$ cat config.mk
export PLATFORM = sky130hd
export DESIGN_NAME = mep_front
export DESIGN_NICKNAME = d
export VERILOG_FILES = /design/src/rtl/mep_pkg.sv /design/src/rtl/mep_front.sv
export SDC_FILE = /design/constraint.sdc
export NUM_CORES = 2
export LEC_CHECK = 0
export ABC_AREA = 0
export BUFFER_PORTS_ARGS = -buffer_cell sky130_fd_sc_hd__buf_2
export CAP_MARGIN = 20
export CORE_MARGIN = 1.5
export CORE_UTILIZATION = 58
export CTS_BUF_LIST = sky130_fd_sc_hd__clkbuf_16
export CTS_CLUSTER_DIAMETER = 80
export DETAILED_ROUTE_END_ITERATION = 10
export HOLD_SLACK_MARGIN = 0.1
export MAX_ROUTING_LAYER = met4
export PLACE_DENSITY = 0.82
export SLEW_MARGIN = 20
export SYNTH_ARGS = -nofsm -noshare
export SYNTH_HDL_FRONTEND = slang
export SYNTH_SLANG_ARGS = --single-unit
export TNS_END_PERCENT = 1
$ cat constraint.sdc
create_clock -name clk -period 4.7 [get_ports clk]
set_clock_uncertainty 0.2 [all_clocks]
set_input_delay 0.47 -clock clk [delete_from_list [all_inputs] [get_ports clk]]
set_output_delay 0.47 -clock clk [all_outputs]
set_load 0.005 [all_outputs]
$ cat src/rtl/mep_pkg.sv
// shared types, constants and colour table for the escape-time pixel block
`default_nettype none
package mep_pkg;

	localparam int MAX_ITER   = 90;
	localparam int IMAGE_SIZE = 1024;
	localparam int FRAC_BITS  = 28;

	// iteration counter holds 0 .. MAX_ITER
	localparam int CNT_W   = $clog2(MAX_ITER + 1);
	localparam int COUNT_W = 7;
	localparam int PIX_W   = $clog2(IMAGE_SIZE);
	localparam int STEP_W  = 31;
	localparam int COORD_W = 32;
	localparam int PROD_W  = PIX_W + STEP_W;
	localparam int SAT_W   = PROD_W + 3;

	localparam int QUEUE_DEPTH = 4;
	localparam int QPTR_W      = $clog2(QUEUE_DEPTH);

	localparam int CFG_ADDR_W = 2;
	localparam int CFG_DATA_W = 32;
	localparam logic [CFG_ADDR_W-1:0] REG_ORIGIN_X   = 2'd0;
	localparam logic [CFG_ADDR_W-1:0] REG_ORIGIN_Y   = 2'd1;
	localparam logic [CFG_ADDR_W-1:0] REG_PIXEL_STEP = 2'd2;

	localparam logic signed [COORD_W-1:0] ORIGIN_X_RST   = -32'sd536870912;
	localparam logic signed [COORD_W-1:0] ORIGIN_Y_RST   = -32'sd402653184;
	localparam logic [STEP_W-1:0]         PIXEL_STEP_RST = 31'd786432;

	// escape when re^2 + im^2 > 4 in q8.56
	localparam logic [63:0] ESCAPE_LIMIT = 64'd4 << (2 * FRAC_BITS);

	localparam int IN_DATA_W  = 24;
	localparam int OUT_DATA_W = 32;

	typedef struct packed {
		logic signed [COORD_W-1:0] cre;
		logic signed [COORD_W-1:0] cim;
	} point_t;

	typedef struct packed {
		logic [7:0] red;
		logic [7:0] green;
		logic [7:0] blue;
	} rgb_t;

	typedef rgb_t [MAX_ITER-1:0] colour_rom_t;

	localparam longint ITER_SQ = longint'(MAX_ITER) * longint'(MAX_ITER);

	// clamp a wide signed value to the signed 32-bit range
	function automatic logic signed [COORD_W-1:0] sat32(input logic signed [SAT_W-1:0] v);
		logic hi_ok;
		hi_ok = (v[SAT_W-1:COORD_W-1] == {(SAT_W-COORD_W+1){v[SAT_W-1]}});
		if (hi_ok)
			return v[COORD_W-1:0];
		else if (v[SAT_W-1])
			return {1'b1, {(COORD_W-1){1'b0}}};
		else
			return {1'b0, {(COORD_W-1){1'b1}}};
	endfunction

	// truncating quotient of non-negative table constants, compare and subtract
	function automatic logic [63:0] quot_const(input logic [63:0] num, input logic [63:0] den);
		logic [63:0] quo;
		logic [63:0] rem;
		quo = '0;
		rem = '0;
		for (int b = 63; b >= 0; b--) begin
			rem = {rem[62:0], num[b]};
			if (rem >= den) begin
				rem = rem - den;
				quo[b] = 1'b1;
			end
		end
		return quo;
	endfunction

	// colour per count: red 255-1000(l-0.5)^2, green 1240l^3-1000l^4, blue 255l
	function automatic colour_rom_t build_colour_rom();
		colour_rom_t rom;
		longint a;
		longint d;
		logic [63:0] r;
		logic [63:0] g;
		logic [63:0] b;
		for (int n = 1; n <= MAX_ITER; n++) begin
			a = longint'(MAX_ITER - n);
			d = longint'(MAX_ITER - 2 * n);
			r = quot_const($unsigned(255 * ITER_SQ - 250 * d * d), $unsigned(ITER_SQ));
			g = quot_const($unsigned(a * a * a * (1240 * longint'(MAX_ITER) - 1000 * a)),
				$unsigned(ITER_SQ * ITER_SQ));
			b = quot_const($unsigned(255 * a), $unsigned(longint'(MAX_ITER)));
			rom[n-1].red   = r[7:0];
			rom[n-1].green = g[7:0];
			rom[n-1].blue  = b[7:0];
		end
		return rom;
	endfunction

	localparam colour_rom_t COLOUR_ROM = build_colour_rom();

endpackage
`default_nettype wire

$ cat src/rtl/mep_front.sv
// front end: takes pixel transfers and forms the complex point c
`default_nettype none
module mep_front (
	input  wire logic                               clk,
	input  wire logic                               arst_n,
	input  wire logic                               in_valid,
	output logic                                    in_ready,
	input  wire logic [mep_pkg::PIX_W-1:0]          pixel_x,
	input  wire logic [mep_pkg::PIX_W-1:0]          pixel_y,
	input  wire logic signed [mep_pkg::COORD_W-1:0] origin_x,
	input  wire logic signed [mep_pkg::COORD_W-1:0] origin_y,
	input  wire logic [mep_pkg::STEP_W-1:0]         pixel_step,
	output logic                                    push_valid,
	input  wire logic                               push_ready,
	output mep_pkg::point_t                         push_data
);
	import mep_pkg::*;

	logic              valid_s1;
	logic              valid_s2;
	logic [PROD_W-1:0] prod_x_s1;
	logic [PROD_W-1:0] prod_y_s1;
	point_t            point_s2;
	logic              advance;
	logic signed [SAT_W-1:0] sum_x;
	logic signed [SAT_W-1:0] sum_y;

	assign advance  = !valid_s2 || push_ready;
	assign in_ready = advance;

	// origin plus scaled offset, products are non-negative
	assign sum_x = SAT_W'(origin_x) + SAT_W'($signed({1'b0, prod_x_s1}));
	assign sum_y = SAT_W'(origin_y) + SAT_W'($signed({1'b0, prod_y_s1}));

	always_ff @(posedge clk or negedge arst_n) begin
		if (!arst_n) begin
			valid_s1 <= 1'b0;
			valid_s2 <= 1'b0;
		end else if (advance) begin
			valid_s1 <= in_valid;
			valid_s2 <= valid_s1;
		end
	end

	always_ff @(posedge clk) begin
		if (advance) begin
			prod_x_s1     <= PROD_W'(pixel_x) * PROD_W'(pixel_step);
			prod_y_s1     <= PROD_W'(pixel_y) * PROD_W'(pixel_step);
			point_s2.cre  <= sat32(sum_x);
			point_s2.cim  <= sat32(sum_y);
		end
	end

	assign push_valid = valid_s2;
	assign push_data  = point_s2;

endmodule
`default_nettype wire

==> impl_results.rst <==
.. list-table::
   :header-rows: 1

   * - Metric
     - Value
   * - Flip-flop cell with the highest count after synthesis
     - sky130_fd_sc_hd__edfxtp_1
   * - Number of sinks driven by the clock tree
     - 148
   * - Area share of fa/ha/maj cells after synthesis
     - 41.52%
   * - Post-Place Worst Slack
     - -1.936 ns
   * - DP Wirelength
     - 58,960 um
   * - Proportion of power drawn by flip-flops and latches
     - 10.2%
   * - Arr. time, crit path
     - 5.74 ns
   * - First-pass detailed-route iteration total
     - 6
   * - Number of violations of the max-capacitance limit
     - 0
   * - Simple-Gate Fraction of Synth Area
     - 17.44%
   * - Buffer levels on the longest clock path
     - 2
   * - Clk Tree Root Cell
     - sky130_fd_sc_hd__clkbuf_16
   * - Pwr per Cell Area
     - 820.2 nW/um^2
   * - Number of buffers created by CTS
     - 17
   * - Count of different cell masters after synthesis
     - 97
   * - Path class of the lowest-slack min-delay path
     - input pin to flip-flop
   * - Mux contribution to synthesized area
     - 0.3151%
   * - Register-to-register setup slack
     - 0.13 ns
   * - Min setup slack post-route
     - -1.019 ns
   * - Share of power burned in the clock network
     - 5.3%
   * - Number of I/O port buffers
     - 184
   * - Leak
     - 17.41 nW
   * - Depth of the worst register-to-register path
     - 15
   * - Remaining antenna violation count after routing
     - 0
   * - Worst min-delay path startpoint
     - pixel_x[0]
   * - Area of the mapped netlist
     - 29,390 sq um
   * - All-layer global routing usage
     - 30.45%
   * - Worst hold-check slack
     - 0.2433 ns
   * - Combinational fraction of design power
     - 84.4%
   * - CTS tree
     - yes
   * - Number of H-tree branching levels
     - 4
   * - Number of failing hold endpoints at the final stage
     - 0
   * - Transition time at the pin with the least slew margin
     - 0.5628 ns
   * - Total vias in the final route
     - 24,690
   * - Synthesis Warnings
     - 0
   * - Status
     - finished with violations
   * - Most frequent standard cell in the layout excluding fill and tap cells
     - sky130_fd_sc_hd__inv_1
   * - Die X
     - 228.1 um
   * - Startpoint-to-endpoint class of the critical path
     - input pin to flip-flop
   * - Startpoint types
     - input pin
   * - Last weighted congestion value of the routability-driven placer
     - 0.9708
   * - Violations in the final reports
     - setup timing
   * - Average wire length per cell after detail routing
     - 17.59 um
   * - Final layout net count
     - 4,431
   * - Total area of multi-input combinational cells
     - 23,240 sq um
   * - Floorplan die area
     - 52,030 sq um
   * - Wire length of the first global-routing pass
     - 124,500 um
   * - Mean number of vias per cell
     - 5.735
   * - Number of flip-flops and latches in the synthesized netlist
     - 148
   * - Maximum number of pins on one net before global-route repair
     - 76
   * - Portion of the post-synthesis area used by sequential elements
     - 15.09%
   * - Switching share of power
     - 45.92%
   * - Syn-to-layout area delta
     - 20.64%
   * - Worst reg2reg path endpoint
     - push_data[2]$_DFFE_PP_
   * - Worst reg2reg path startpoint
     - prod_y_s1[5]$_DFFE_PP_
   * - DIE HEIGHT
     - 228.1 um
   * - Post-synth EDFFs
     - 146
   * - Core Box Area
     - 50,070 sq um
   * - Highest clock rate
     - 0.1749 GHz
   * - Internal Dissipation
     - 15.72 mW
   * - Filler Cell Count
     - 3,539
   * - Post-Synthesis Mean Instance Area
     - 9.241 sq um
   * - IR drop worst, VDD
     - 731.6 uV
   * - Dominant combinational cell family by area after synthesis
     - adder cells
   * - Mapped Nets
     - 3,997
   * - WHS Path Cells
     - 2
   * - Clock Latency Late Sink
     - 0.47 ns
   * - Number of top-level pins
     - 185
   * - Unrepaired setup endpoints after global routing
     - true
   * - Number of instances in the synthesized netlist
     - 3,180
   * - Number of design rule violations left after detail routing
     - 0
   * - Setup violation total in the final timing report
     - 58
   * - Final min period
     - 5.719 ns
   * - Compound-gate portion of the synthesized area
     - 13.10%
   * - Share of flip-flops with an asynchronous set or reset after synthesis
     - 1.351%
   * - Number of global-route vias before repair
     - 25,760
   * - Number of antenna violations at the first check in global routing
     - 4
   * - Worst Hold Endpoint
     - prod_x_s1[0]$_DFFE_PP_
   * - Sequential cell area
     - 4434 sq um
   * - Portion of the clock cycle consumed by the worst path in the final layout
     - 121.7%
   * - Max Fanout on Critical Path
     - 11
   * - Clock edge transition at the registers on the reported setup and hold paths
     - 0.06 ns
   * - Wire length reported by the detailed router
     - 75,740 um
   * - Initial core utilization
     - 58.69%
   * - Remaining max-slew budget at the tightest pin
     - 62.48%
   * - Share of layout cells above drive strength 1
     - 22.36%
   * - Worst Path Required
     - 4.72 ns
   * - Global route overflow
     - 0
   * - Critical path capture point type
     - flip-flop
   * - # rows
     - 82
   * - Most frequent cells in the layout
     - 452 x sky130_fd_sc_hd__inv_1, 445 x sky130_fd_sc_hd__fa_1, 373 x sky130_fd_sc_hd__buf_4, 359 x sky130_fd_sc_hd__nand2_1, 340 x sky130_fd_sc_hd__and2_1
   * - Number of design-rule violations left by the first detailed-router iteration
     - 1,927
   * - Post-Synth XOR/XNOR Area
     - 4.024%
   * - Final Slew Violations
     - 0
   * - Net Sw Power
     - 13.35 mW
-- stage by stage --
step | TNS [ns] | total power [mW] | instances | area [sq um] | util [%]
after floorplan | -54.88 | 17.47 | 3180 | 29730 | -
after global placement | -72.24 | 24.33 | 4239 | 33590 | 67.10
after detailed placement | -79.43 | 25.08 | 4239 | 33590 | 67.10
after CTS | -30.87 | 27.95 | 4295 | 35130 | 70.16
after global routing | -44.48 | 31.71 | 4303 | 35450 | 70.80
final | -33.85 | 29.08 | 4305 | 35450 | 70.81
-- critical path, stage by stage --
cell                       delay (ns)
sky130_fd_sc_hd__buf_4           0.16
sky130_fd_sc_hd__buf_6           0.15
sky130_fd_sc_hd__and2_1          0.17
sky130_fd_sc_hd__fa_1            0.46
sky130_fd_sc_hd__fa_1            0.52
sky130_fd_sc_hd__fa_1            0.43
sky130_fd_sc_hd__fa_1            0.49
sky130_fd_sc_hd__inv_1           0.05
sky130_fd_sc_hd__fa_1            0.48
sky130_fd_sc_hd__inv_1           0.04
sky130_fd_sc_hd__ha_1            0.28
sky130_fd_sc_hd__a21o_1          0.17
sky130_fd_sc_hd__a21oi_2         0.14
sky130_fd_sc_hd__o21bai_1        0.10
sky130_fd_sc_hd__a21o_1          0.19
sky130_fd_sc_hd__a21o_1          0.21
sky130_fd_sc_hd__or3_4           0.36
sky130_fd_sc_hd__a211oi_4        0.30
sky130_fd_sc_hd__o31ai_4         0.13
sky130_fd_sc_hd__a21o_1          0.19
sky130_fd_sc_hd__a21oi_2         0.14
sky130_fd_sc_hd__xnor2_1         0.09
-- worst max path at each step --
stage              startpoint  slack (ns)                      end  cells past startpoint
6_report           pixel_x[7]       -1.02  prod_x_s1[37]$_DFFE_PP_                     22
5_1_grt        pixel_step[11]       -1.30  prod_y_s1[40]$_DFFE_PP_                     24
4_1_cts         pixel_step[7]       -0.96  prod_x_s1[38]$_DFFE_PP_                     21
3_5_place_dp       pixel_y[1]       -1.94  prod_y_s1[39]$_DFFE_PP_                     23
3_3_place_gp       pixel_y[1]       -1.78  prod_y_s1[39]$_DFFE_PP_                     23
2_1_floorplan      pixel_y[3]       -1.13  prod_y_s1[40]$_DFFE_PP_                     23
-- registers in the layout, summed over array words and instances, names as in the netlist --
| signal | flops |
|---|---|
| prod_x_s1 | 41 |
| prod_y_s1 | 41 |
| push_data | 64 |
| push_valid | 1 |
| valid_s1 | 1 |
-- metal layers --
metal  routed length [um]  track usage (%)  share of wire, %
met1                30200            37.79                40
met2                38200            50.89                50
met3                 5005            4.563               6.6
met4                 2337            10.60               3.1
met5                    0                -                 0
-- logic make-up after synthesis --
kind of cell / count (synthesis)
and+or+nand+nor: 996
adders and majority gates: 698
buffers and inverters: 629
AOI/OAI and AO/OA: 566
DFF: 148
xor gates and xnor gates: 135
muxes: 8
-- cells in the mapped netlist (6+ instances only) --
cell type	number	share of area (%)
sky130_fd_sc_hd__inv_1	458	5.9
sky130_fd_sc_hd__and3_1	12	0.26
sky130_fd_sc_hd__a211oi_1	22	0.56
sky130_fd_sc_hd__and4_1	6	0.18
sky130_fd_sc_hd__or3_1	15	0.32
sky130_fd_sc_hd__a21oi_1	156	2.7
sky130_fd_sc_hd__o31ai_1	34	0.87
sky130_fd_sc_hd__xnor2_1	97	2.9
sky130_fd_sc_hd__a31oi_1	18	0.38
sky130_fd_sc_hd__xor2_1	38	1.1
sky130_fd_sc_hd__or2_2	8	0.17
sky130_fd_sc_hd__a211o_1	7	0.21
sky130_fd_sc_hd__buf_6	6	0.23
sky130_fd_sc_hd__a21o_1	87	2.2
sky130_fd_sc_hd__nand3_1	41	0.70
sky130_fd_sc_hd__nand2b_1	24	0.51
sky130_fd_sc_hd__nor4_1	6	0.13
sky130_fd_sc_hd__nor2_1	70	0.89
sky130_fd_sc_hd__nor2b_1	13	0.28
sky130_fd_sc_hd__fa_1	462	31
sky130_fd_sc_hd__o211ai_1	10	0.26
sky130_fd_sc_hd__a21boi_0	6	0.15
sky130_fd_sc_hd__nor3_1	36	0.61
sky130_fd_sc_hd__nand4_1	14	0.30
sky130_fd_sc_hd__clkbuf_1	146	1.9
sky130_fd_sc_hd__o21ai_0	72	1.2
sky130_fd_sc_hd__and2_1	355	7.6
sky130_fd_sc_hd__edfxtp_1	146	15
sky130_fd_sc_hd__a31o_2	12	0.36
sky130_fd_sc_hd__nand2_1	368	4.7
sky130_fd_sc_hd__a31o_1	20	0.60
sky130_fd_sc_hd__o21a_1	17	0.43
sky130_fd_sc_hd__ha_1	236	10
sky130_fd_sc_hd__o21bai_1	35	0.89
-- area by class of cell --
type / count / share of cell area (%)
clock inverters: 15 / 0.6494
inverters: 459 / 4.860
repair buffers: 585 / 12.80
flip-flops and latches: 148 / 12.51
diodes: 6 / 0.04235
clock buffers: 17 / 1.200
well taps: 672 / 2.372
multi-input cells: 2403 / 65.57
-- power groups by stage --
stage	Clock [mW]	Sequential (mW)	Combinational [mW]
5_1_grt	1.61	3.01	27.1
2_1_floorplan	0	2.97	14.5
4_1_cts	1.56	2.97	23.4
6_report	1.56	2.97	24.5
3_3_place_gp	0	2.99	21.3
3_5_place_dp	0	3.00	22.1
-- repair_timing --
| action | CTS | global route |
|---|---|---|
| pin swaps | 89 | 57 |
| setup buffers | 18 | 4 |
| hold endpoints to repair | 3 | 0 |
| hold buffers | 3 | 0 |
| gates cloned | 4 | 0 |
| gates resized for setup | 161 | 72 |
| endpoints found under the setup margin | 61 | 100 |
(Power assumes the default switching activity.)
