--- config.mk ---
export PLATFORM = sky130hd
export DESIGN_NAME = mep_fifo
export DESIGN_NICKNAME = d
export VERILOG_FILES = /design/src/rtl/mep_pkg.sv /design/src/rtl/mep_fifo.sv
export SDC_FILE = /design/constraint.sdc
export NUM_CORES = 1
export LEC_CHECK = 0
export BUFFER_PORTS_ARGS = -buffer_cell sky130_fd_sc_hd__buf_2
export CAP_MARGIN = 40
export CORE_MARGIN = 5
export CORE_UTILIZATION = 55
export DETAILED_ROUTE_END_ITERATION = 8
export GPL_TIMING_DRIVEN = 1
export PLACE_DENSITY_LB_ADDON = 0.2
export SLEW_MARGIN = 25
export SYNTH_ARGS = -nofsm -noshare
export SYNTH_HDL_FRONTEND = slang
export SYNTH_SLANG_ARGS = --single-unit
--- constraint.sdc ---
create_clock -name clk -period 6.9 [get_ports clk]
set_clock_uncertainty 0.1 [all_clocks]
set_input_delay 0 -clock clk [delete_from_list [all_inputs] [get_ports clk]]
set_output_delay 0 -clock clk [all_outputs]
set_load 0.02 [all_outputs]
--- src/rtl/mep_pkg.sv ---
// shared types, constants and colour table for the escape-time pixel block
`default_nettype none
package mep_pkg;

	localparam int MAX_ITER   = 90;
	localparam int IMAGE_SIZE = 1024;
	localparam int FRAC_BITS  = 28;

	// iteration counter holds 0 .. MAX_ITER
	localparam int CNT_W   = $clog2(MAX_ITER + 1);
	localparam int COUNT_W = 7;
	localparam int PIX_W   = $clog2(IMAGE_SIZE);
	localparam int STEP_W  = 31;
	localparam int COORD_W = 32;
	localparam int PROD_W  = PIX_W + STEP_W;
	localparam int SAT_W   = PROD_W + 3;

	localparam int QUEUE_DEPTH = 4;
	localparam int QPTR_W      = $clog2(QUEUE_DEPTH);

	localparam int CFG_ADDR_W = 2;
	localparam int CFG_DATA_W = 32;
	localparam logic [CFG_ADDR_W-1:0] REG_ORIGIN_X   = 2'd0;
	localparam logic [CFG_ADDR_W-1:0] REG_ORIGIN_Y   = 2'd1;
	localparam logic [CFG_ADDR_W-1:0] REG_PIXEL_STEP = 2'd2;

	localparam logic signed [COORD_W-1:0] ORIGIN_X_RST   = -32'sd536870912;
	localparam logic signed [COORD_W-1:0] ORIGIN_Y_RST   = -32'sd402653184;
	localparam logic [STEP_W-1:0]         PIXEL_STEP_RST = 31'd786432;

	// escape when re^2 + im^2 > 4 in q8.56
	localparam logic [63:0] ESCAPE_LIMIT = 64'd4 << (2 * FRAC_BITS);

	localparam int IN_DATA_W  = 24;
	localparam int OUT_DATA_W = 32;

	typedef struct packed {
		logic signed [COORD_W-1:0] cre;
		logic signed [COORD_W-1:0] cim;
	} point_t;

	typedef struct packed {
		logic [7:0] red;
		logic [7:0] green;
		logic [7:0] blue;
	} rgb_t;

	typedef rgb_t [MAX_ITER-1:0] colour_rom_t;

	localparam longint ITER_SQ = longint'(MAX_ITER) * longint'(MAX_ITER);

	// clamp a wide signed value to the signed 32-bit range
	function automatic logic signed [COORD_W-1:0] sat32(input logic signed [SAT_W-1:0] v);
		logic hi_ok;
		hi_ok = (v[SAT_W-1:COORD_W-1] == {(SAT_W-COORD_W+1){v[SAT_W-1]}});
		if (hi_ok)
			return v[COORD_W-1:0];
		else if (v[SAT_W-1])
			return {1'b1, {(COORD_W-1){1'b0}}};
		else
			return {1'b0, {(COORD_W-1){1'b1}}};
	endfunction

	// truncating quotient of non-negative table constants, compare and subtract
	function automatic logic [63:0] quot_const(input logic [63:0] num, input logic [63:0] den);
		logic [63:0] quo;
		logic [63:0] rem;
		quo = '0;
		rem = '0;
		for (int b = 63; b >= 0; b--) begin
			rem = {rem[62:0], num[b]};
			if (rem >= den) begin
				rem = rem - den;
				quo[b] = 1'b1;
			end
		end
		return quo;
	endfunction

	// colour per count: red 255-1000(l-0.5)^2, green 1240l^3-1000l^4, blue 255l
	function automatic colour_rom_t build_colour_rom();
		colour_rom_t rom;
		longint a;
		longint d;
		logic [63:0] r;
		logic [63:0] g;
		logic [63:0] b;
		for (int n = 1; n <= MAX_ITER; n++) begin
			a = longint'(MAX_ITER - n);
			d = longint'(MAX_ITER - 2 * n);
			r = quot_const($unsigned(255 * ITER_SQ - 250 * d * d), $unsigned(ITER_SQ));
			g = quot_const($unsigned(a * a * a * (1240 * longint'(MAX_ITER) - 1000 * a)),
				$unsigned(ITER_SQ * ITER_SQ));
			b = quot_const($unsigned(255 * a), $unsigned(longint'(MAX_ITER)));
			rom[n-1].red   = r[7:0];
			rom[n-1].green = g[7:0];
			rom[n-1].blue  = b[7:0];
		end
		return rom;
	endfunction

	localparam colour_rom_t COLOUR_ROM = build_colour_rom();

endpackage
`default_nettype wire

--- src/rtl/mep_fifo.sv ---
// short queue of points between front end and iteration engine
`default_nettype none
module mep_fifo (
	input  wire logic            clk,
	input  wire logic            arst_n,
	input  wire logic            push_valid,
	output logic                 push_ready,
	input  wire mep_pkg::point_t push_data,
	output logic                 pop_valid,
	input  wire logic            pop_ready,
	output mep_pkg::point_t      pop_data
);
	import mep_pkg::*;

	point_t            mem_q [QUEUE_DEPTH];
	logic [QPTR_W-1:0] wr_ptr_q;
	logic [QPTR_W-1:0] rd_ptr_q;
	logic [QPTR_W:0]   fill_q;
	logic              do_push;
	logic              do_pop;

	assign push_ready = (fill_q != (QPTR_W+1)'(QUEUE_DEPTH));
	assign pop_valid  = (fill_q != '0);
	assign do_push    = push_valid && push_ready;
	assign do_pop     = pop_valid && pop_ready;
	assign pop_data   = mem_q[rd_ptr_q];

	always_ff @(posedge clk or negedge arst_n) begin
		if (!arst_n) begin
			wr_ptr_q <= '0;
			rd_ptr_q <= '0;
			fill_q   <= '0;
		end else begin
			if (do_push)
				wr_ptr_q <= wr_ptr_q + 1'b1;
			if (do_pop)
				rd_ptr_q <= rd_ptr_q + 1'b1;
			if (do_push && !do_pop)
				fill_q <= fill_q + 1'b1;
			else if (do_pop && !do_push)
				fill_q <= fill_q - 1'b1;
		end
	end

	always_ff @(posedge clk) begin
		if (do_push)
			mem_q[wr_ptr_q] <= push_data;
	end

endmodule
`default_nettype wire

==> impl_results.md, run 1 <==
* Antenna viol nets, final at 0
* Arrival time worst endpoint at a little under 3 ns
* CP endpoint kind: primary output
* Fin crit period at ~3 ns
* CP required at between 6 and 7 ns
* Final RePlAce weighted congestion at approximately 0.74
* Iteration count of the initial detailed-routing pass at 5
* CTS tree: done
* Synth cell count leaders: 256 x edfxtp_1, 64 x mux4_2, 7 x dfrtp_1
* Avg Inst Size Synth at 26.13 um^2
* Root buffer selected by CTS: clkbuf_16
* Worst skew pair latency at 0.50 ns
* P per Cell Area at ~430 nW/um^2
* Total GRT Usage at 0.1775
* H-Tree Depth at 1
* Yosys top cell by area: edfxtp_1
* Reg clk slew, reported paths at about 0.06 ns
* Sequential cell area at 7868 um^2
* CORE AREA at 17240 um^2
* Period utilisation layout at 0.4328
* # setup viols final at 0
* Post-Syn Area at approximately 9600 um^2
* Number of buffers created by CTS at 26
* Area contributors post-synth: edfxtp_1 80%, mux4_2 15%, dfrtp_1 1.8%
* IO Pins at approximately 130
* Clk buf depth at 3
* Register area share after synthesis at 0.8156
* Die W at 142.4 um
* Final hold vios at 0
* Max transition margin at 0.5044
* Placed cell area at around 11000 um^2
* Share of cells above drive strength 1 at 0.4033
* Startpoint types: flip-flop
* Wire per inst at ~21 um
* Ys async rst share at 0.02662
* Seq cells post-synth at around 260
* NumNets Final at 665
* CP Max Fanout at 36
* Post-Route WL at about 17000 um
* Die ar. at a little over 20000 um^2
* Post-synth top area share at 0.7974
* MaxCap Viol Count at 0
* Outcome: complete, no violations
* Final slew viol count at 0
* DR vias at 4482
* Power Total at between 5 and 6 mW
* Multi-input logic area at approximately 1700 um^2
* Max Clk Rate at around 330 MHz
* DRT iter0 DRCs at ~270
* Hold WC Path Type: input pin to flip-flop
* Synth warnings at 0
* Post-CTS sizing at 0
* Setup TNS at 0 ns
* Leak at between 4 and 5 nW
* Area grow syn2layout at 25.61%
* Max IR drop VDD at 0.0002954 V
* Hold Path Stages at 2
* Buffers on Ports at about 130
* Synth Flop Type: edfxtp_1
* Post-DP HPWL at roughly 10000 um
* DRC violations left at 0
* Top-count cell post-synth: edfxtp_1
* Post-synth EDFFs at roughly 260
* Fill count at 1069
* Synth cell types at 19
* Site Rows at 48
* Tightest Pin Transition at 0.7434 ns
* N_diodes at 0
* Initial Utilization at 0.5593
* Initial antenna violation count at 0
* Synth Instances at 369
* Via density at 5.368
* First-pass GRT wire length at approximately 28000 um
* Crit Path Class: flip-flop to primary output
* Grt total ovfl at 0
* Post-Synthesis Net Count at around 440
* RSZ-0062 raised after global routing: false
* Num Clock Sinks at 263
* Reg2Reg Depth at 8
* Vias in the first global route at ~5000
* Maximum number of pins on one net before global-route repair at 42
* Die height at ~140 um
* Fin area at 12110 um^2
==> logic make-up after synthesis <==
| logic type | count (synthesis) | share of synthesized area |
|---|---|---|
| AND/OR/NAND/NOR | 10 | 0.005321 |
| XOR/XNOR | 6 | 0.005451 |
| multiplexers | 66 | 0.1518 |
| flip-flops | 263 | 0.8156 |
| AO/OA/AOI/OAI | 1 | 0.001168 |
| adder cells (fa/ha/maj) | 6 | 0.008566 |
| buffers and inverters | 17 | 0.01207 |
==> worst paths after layout <==
| kind | start | end | slack (ns) |
|---|---|---|---|
| min reg2reg | fill_q[2] | fill_q[2] | 0.43 |
| max reg2reg | fill_q[1] | fill_q[2] | 4.59 |
| min | push_data[4] | mem_q[0][4] | 0.14 |
| max in group asynchronous | arst_n | rd_ptr_q[0] | 6.03 |
| min in group asynchronous | arst_n | rd_ptr_q[0] | 0.40 |
| max | rd_ptr_q[0] | pop_data[13] | 3.91 |
==> layout by cell type, fill, tap and decap left out, types with 2 or more instances in the layout <==
cell type | Yosys | layout
dlygate4sd3_1 | 0 | 68
xor2_1 | 2 | 2
xnor2_1 | 4 | 4
edfxtp_1 | 256 | 256
clkbuf_1 | 1 | 12
bufinv_16 | 0 | 2
nand2_1 | 2 | 2
clkinv_2 | 0 | 4
buf_4 | 2 | 2
inv_1 | 3 | 3
buf_2 | 6 | 133
ha_1 | 5 | 5
and2_4 | 0 | 4
clkbuf_16 | 0 | 27
nor2_1 | 2 | 2
clkinv_1 | 0 | 2
buf_12 | 0 | 4
mux2_2 | 2 | 2
dfrtp_1 | 7 | 5
mux4_2 | 64 | 64
==> critical path, cell delays in order (launching register included) <==
cell,delay [ns]
dfrtp_4,0.83
buf_4,0.72
mux4_2,0.63
buf_2,0.18
==> flip-flops by register name (all words and copies together), names as in the netlist <==
| name | cells |
|---|---|
| wr_ptr_q | 2 |
| rd_ptr_q | 2 |
| mem_q | 256 |
| fill_q | 3 |
==> routing by layer <==
metal	share of wire	track usage
met1	0.40	0.2322
met3	0.051	0.03898
met2	0.53	0.3108
met5	0	0
met4	0.021	0.03902
==> power breakdown <==
| group | total [mW] | switching [mW] | internal, mW |
|---|---|---|---|
| clock network | 1.33 | 0.535 | 0.794 |
| registers | 2.25 | 0.135 | 2.11 |
| logic | 1.61 | 0.922 | 0.689 |
==> area by class of cell <==
class	instances	share of cell area
Timing Repair Buffer	208	0.1213
Tap cell	225	0.02325
Sequential cell	263	0.6497
Clock buffer	39	0.05952
Clock inverter	8	0.007233
Multi-Input combinational cell	89	0.1380
Inverter	3	0.0009299
==> per-stage QoR <==
step	setup slack (ns)	utilization	instances	hold slack, ns
final	3.914	0.7025	835	0.1397
after global routing	3.638	0.7025	835	0.1386
after CTS	3.781	0.7025	835	0.1239
after detailed placement	4.334	0.6161	720	-0.2530
after global placement	4.336	0.6099	715	-0.2476
after floorplan	4.090	-	369	-0.3956
==> what timing repair did <==
action | CTS | global route
hold endpoints to repair | 268 | 0
buffers inserted | 0 | 0
hold buffers | 68 | 0
Power figures use the tool's default switching activity.
==> inputs of run 2 (changes only) <==
==> constraint.sdc (replaced) <==
create_clock -name clk -period 2.8 [get_ports clk]
set_clock_uncertainty 0.1 [all_clocks]
set_input_delay 0 -clock clk [delete_from_list [all_inputs] [get_ports clk]]
set_output_delay 0 -clock clk [all_outputs]
set_load 0.02 [all_outputs]
==> impl_results.md, run 2 (synthesized netlist as in run 1, its figures left out) <==
* Worst skew pair latency at 0.50 ns (about the same)
* Vias in the first global route at 5078 (was 5022)
* Startpoint types: flip-flop (unchanged)
* Site Rows at 48 (unchanged)
* Most frequent cells in the layout: 256 x edfxtp_1, 133 x buf_2, 68 x dlygate4sd3_1, 64 x mux4_2, 27 x clkbuf_16 (unchanged)
* Power Total at 13.14 mW (was 5.189 mW)
* Max IR drop VDD at 0.0006818 V (was 0.0002954 V)
* MaxCap Viol Count at 0 (unchanged)
* P per Cell Area at 1074 nW/um^2 (was 428.5 nW/um^2)
* IO Pins at 134 (unchanged)
* Setup TNS at 0 ns (unchanged)
* N_diodes at 0 (unchanged)
* Hold WC Path Type: input pin to flip-flop (unchanged)
* RSZ-0062 raised after global routing: false (unchanged)
* H-Tree Depth at 1 (unchanged)
* Root buffer selected by CTS: clkbuf_16 (unchanged)
* # setup viols final at 0 (unchanged)
* Commonest non-fill, non-tap cell in the layout: edfxtp_1 (unchanged)
* Clk buf depth at 3 (unchanged)
* PnR worst setup slack at 0.4104 ns (was 3.914 ns)
* Iteration count of the initial detailed-routing pass at 4 (was 5)
* Crit Path Class: flip-flop to primary output (unchanged)
* Num Clock Sinks at 263 (unchanged)
* Grt total ovfl at 0 (unchanged)
* Arrival time worst endpoint at 2.29 ns (was 2.89 ns)
* Tightest Pin Transition at 0.4946 ns (was 0.7434 ns)
* Die ar. at 20280 um^2 (unchanged)
* CORE AREA at 17240 um^2 (unchanged)
* Share of cells above drive strength 1 at 0.4114 (was 0.4033)
* Maximum number of pins on one net before global-route repair at 65 (was 42)
* Number of buffers created by CTS at 26 (unchanged)
* Fill count at 1009 (was 1069)
* Total GRT Usage at 0.1792 (was 0.1775)
* Via density at 5.407 (was 5.368)
* Wire per inst at 20.88 um (was 20.86 um)
* Max reg flops at 256 (unchanged)
* Initial Utilization at 0.5593 (unchanged)
* DRC violations left at 0 (unchanged)
* Area grow syn2layout at 26.94% (was 25.61%)
* R2R Setup Slk at 0.56 ns (was 4.59 ns)
* Post-Route WL at 17540 um (was 17420 um)
* CP Max Fanout at 28 (was 36)
* Die W at 142.4 um (unchanged)
* CTS tree: done (unchanged)
* Fin crit period at approximately 2.4 ns
* DRT iter0 DRCs at 327 (was 268)
* Met3 Track Usage GR at 0.03091 (was 0.03898)
* Outcome: complete, no violations (unchanged)
* DR vias at 4542 (was 4482)
* First-pass GRT wire length at 28100 um (was 27680 um)
* Cell Chain, Critical Path: buf_12, mux4_2, buf_2 (was buf_4, mux4_2, buf_2)
* Met2 usage at 0.3073 (was 0.3108)
* CP endpoint kind: primary output (unchanged)
* Antenna viol nets, final at 0 (unchanged)
* Initial antenna violation count at 0 (unchanged)
* Buf/Inv on CP at 2 (unchanged)
* Final core occ at 0.7100 (was 0.7025)
* Reg clk slew, reported paths at 0.06 ns (about the same)
* Buffers on Ports at 133 (unchanged)
* GRT busiest layer: met2 (unchanged)
* Slowest stage delay, CP at 0.71 ns (was 0.83 ns)
* Die height at 142.4 um (unchanged)
* Final slew viol count at 0 (unchanged)
* Max transition margin at 0.6703 (was 0.5044)
* Max Clk Rate at 418.5 MHz
* Post-DP HPWL at 10580 um (was 10130 um)
* Most flop-heavy register: mem_q (unchanged)
* Final hold vios at 0 (unchanged)
* Cell family with most CP delay: flip-flops (was buffers and inverters)
* NumNets Final at 671 (was 665)
* CP required at 2.70 ns (was 6.80 ns)
* Met1 Resource Use GR at 0.2445 (was 0.2322)
* Post-CTS sizing at 0 (unchanged)
* Critical Path Slowest Stage Cell: dfrtp_4 (unchanged)
* Leak at 4.270 nW (was 4.204 nW)
* Period utilisation layout at 0.8534
* Largest regs: mem_q (256), fill_q (3) (unchanged)
* Dpl ws at 0.5633 ns (was 4.334 ns)
* Final RePlAce weighted congestion at 0.8163 (was 0.7350)
## run 2: changes by cell type in the layout (fill, tap and decap cells not counted), sizes merged
cell,delta
bufinv,+3
clkinv,+2
buf,+6
clkbuf,-6
## run 2: cell type report
class | instances | area (um^2) | share of cell area
well taps | 225 | 281.5 | 0.02300
flip-flops and latches | 263 | 7870 | 0.6431
inverters | 3 | 11.26 | 0.0009202
repair buffers | 214 | 1519 | 0.1241
clock buffers | 33 | 698.2 | 0.05705
multi-input cells | 89 | 1672 | 0.1366
clock inverters | 13 | 186.4 | 0.01523
## run 2: final timing paths
check / from / end / cells after the start
max in group asynchronous: arst_n / rd_ptr_q[0] / 3
hold / removal: push_data[53] / mem_q[3][53] / 2
setup / recovery: rd_ptr_q[0] / pop_data[58] / 3
min in group asynchronous: arst_n / wr_ptr_q[1] / 3
hold reg to reg: fill_q[2] / fill_q[2] / 1
setup reg to reg: fill_q[0] / fill_q[2] / 8
## run 2: what timing repair did
action | 4_1_cts | 5_1_grt
endpoints found under the hold margin | 270 | 0
setup buffers | 0 | 0
hold buffers | 68 | 0
## run 2: per-stage QoR
stage | hold WS [ns] | cells | cell area [um^2]
after floorplan | -0.3956 | 369 | 9646
after global placement | -0.2598 | 726 | 10670
after detailed placement | -0.2541 | 726 | 10670
after CTS | 0.1249 | 840 | 12240
after global routing | 0.1429 | 840 | 12240
final | 0.1435 | 840 | 12240
## run 2: report_power, final
| part | internal (mW) | switching [mW] |
|---|---|---|
| sequential | 5.21 | 0.375 |
| combinational | 1.76 | 2.26 |
| clock | 2.21 | 1.33 |
## run 2: routing by layer
metal | vias up | share of wire
li1 | 2040 | -
met5 | - | 0
met1 | 2353 | 0.42
met3 | 22 | 0.053
met2 | 127 | 0.51
met4 | 0 | 0.018
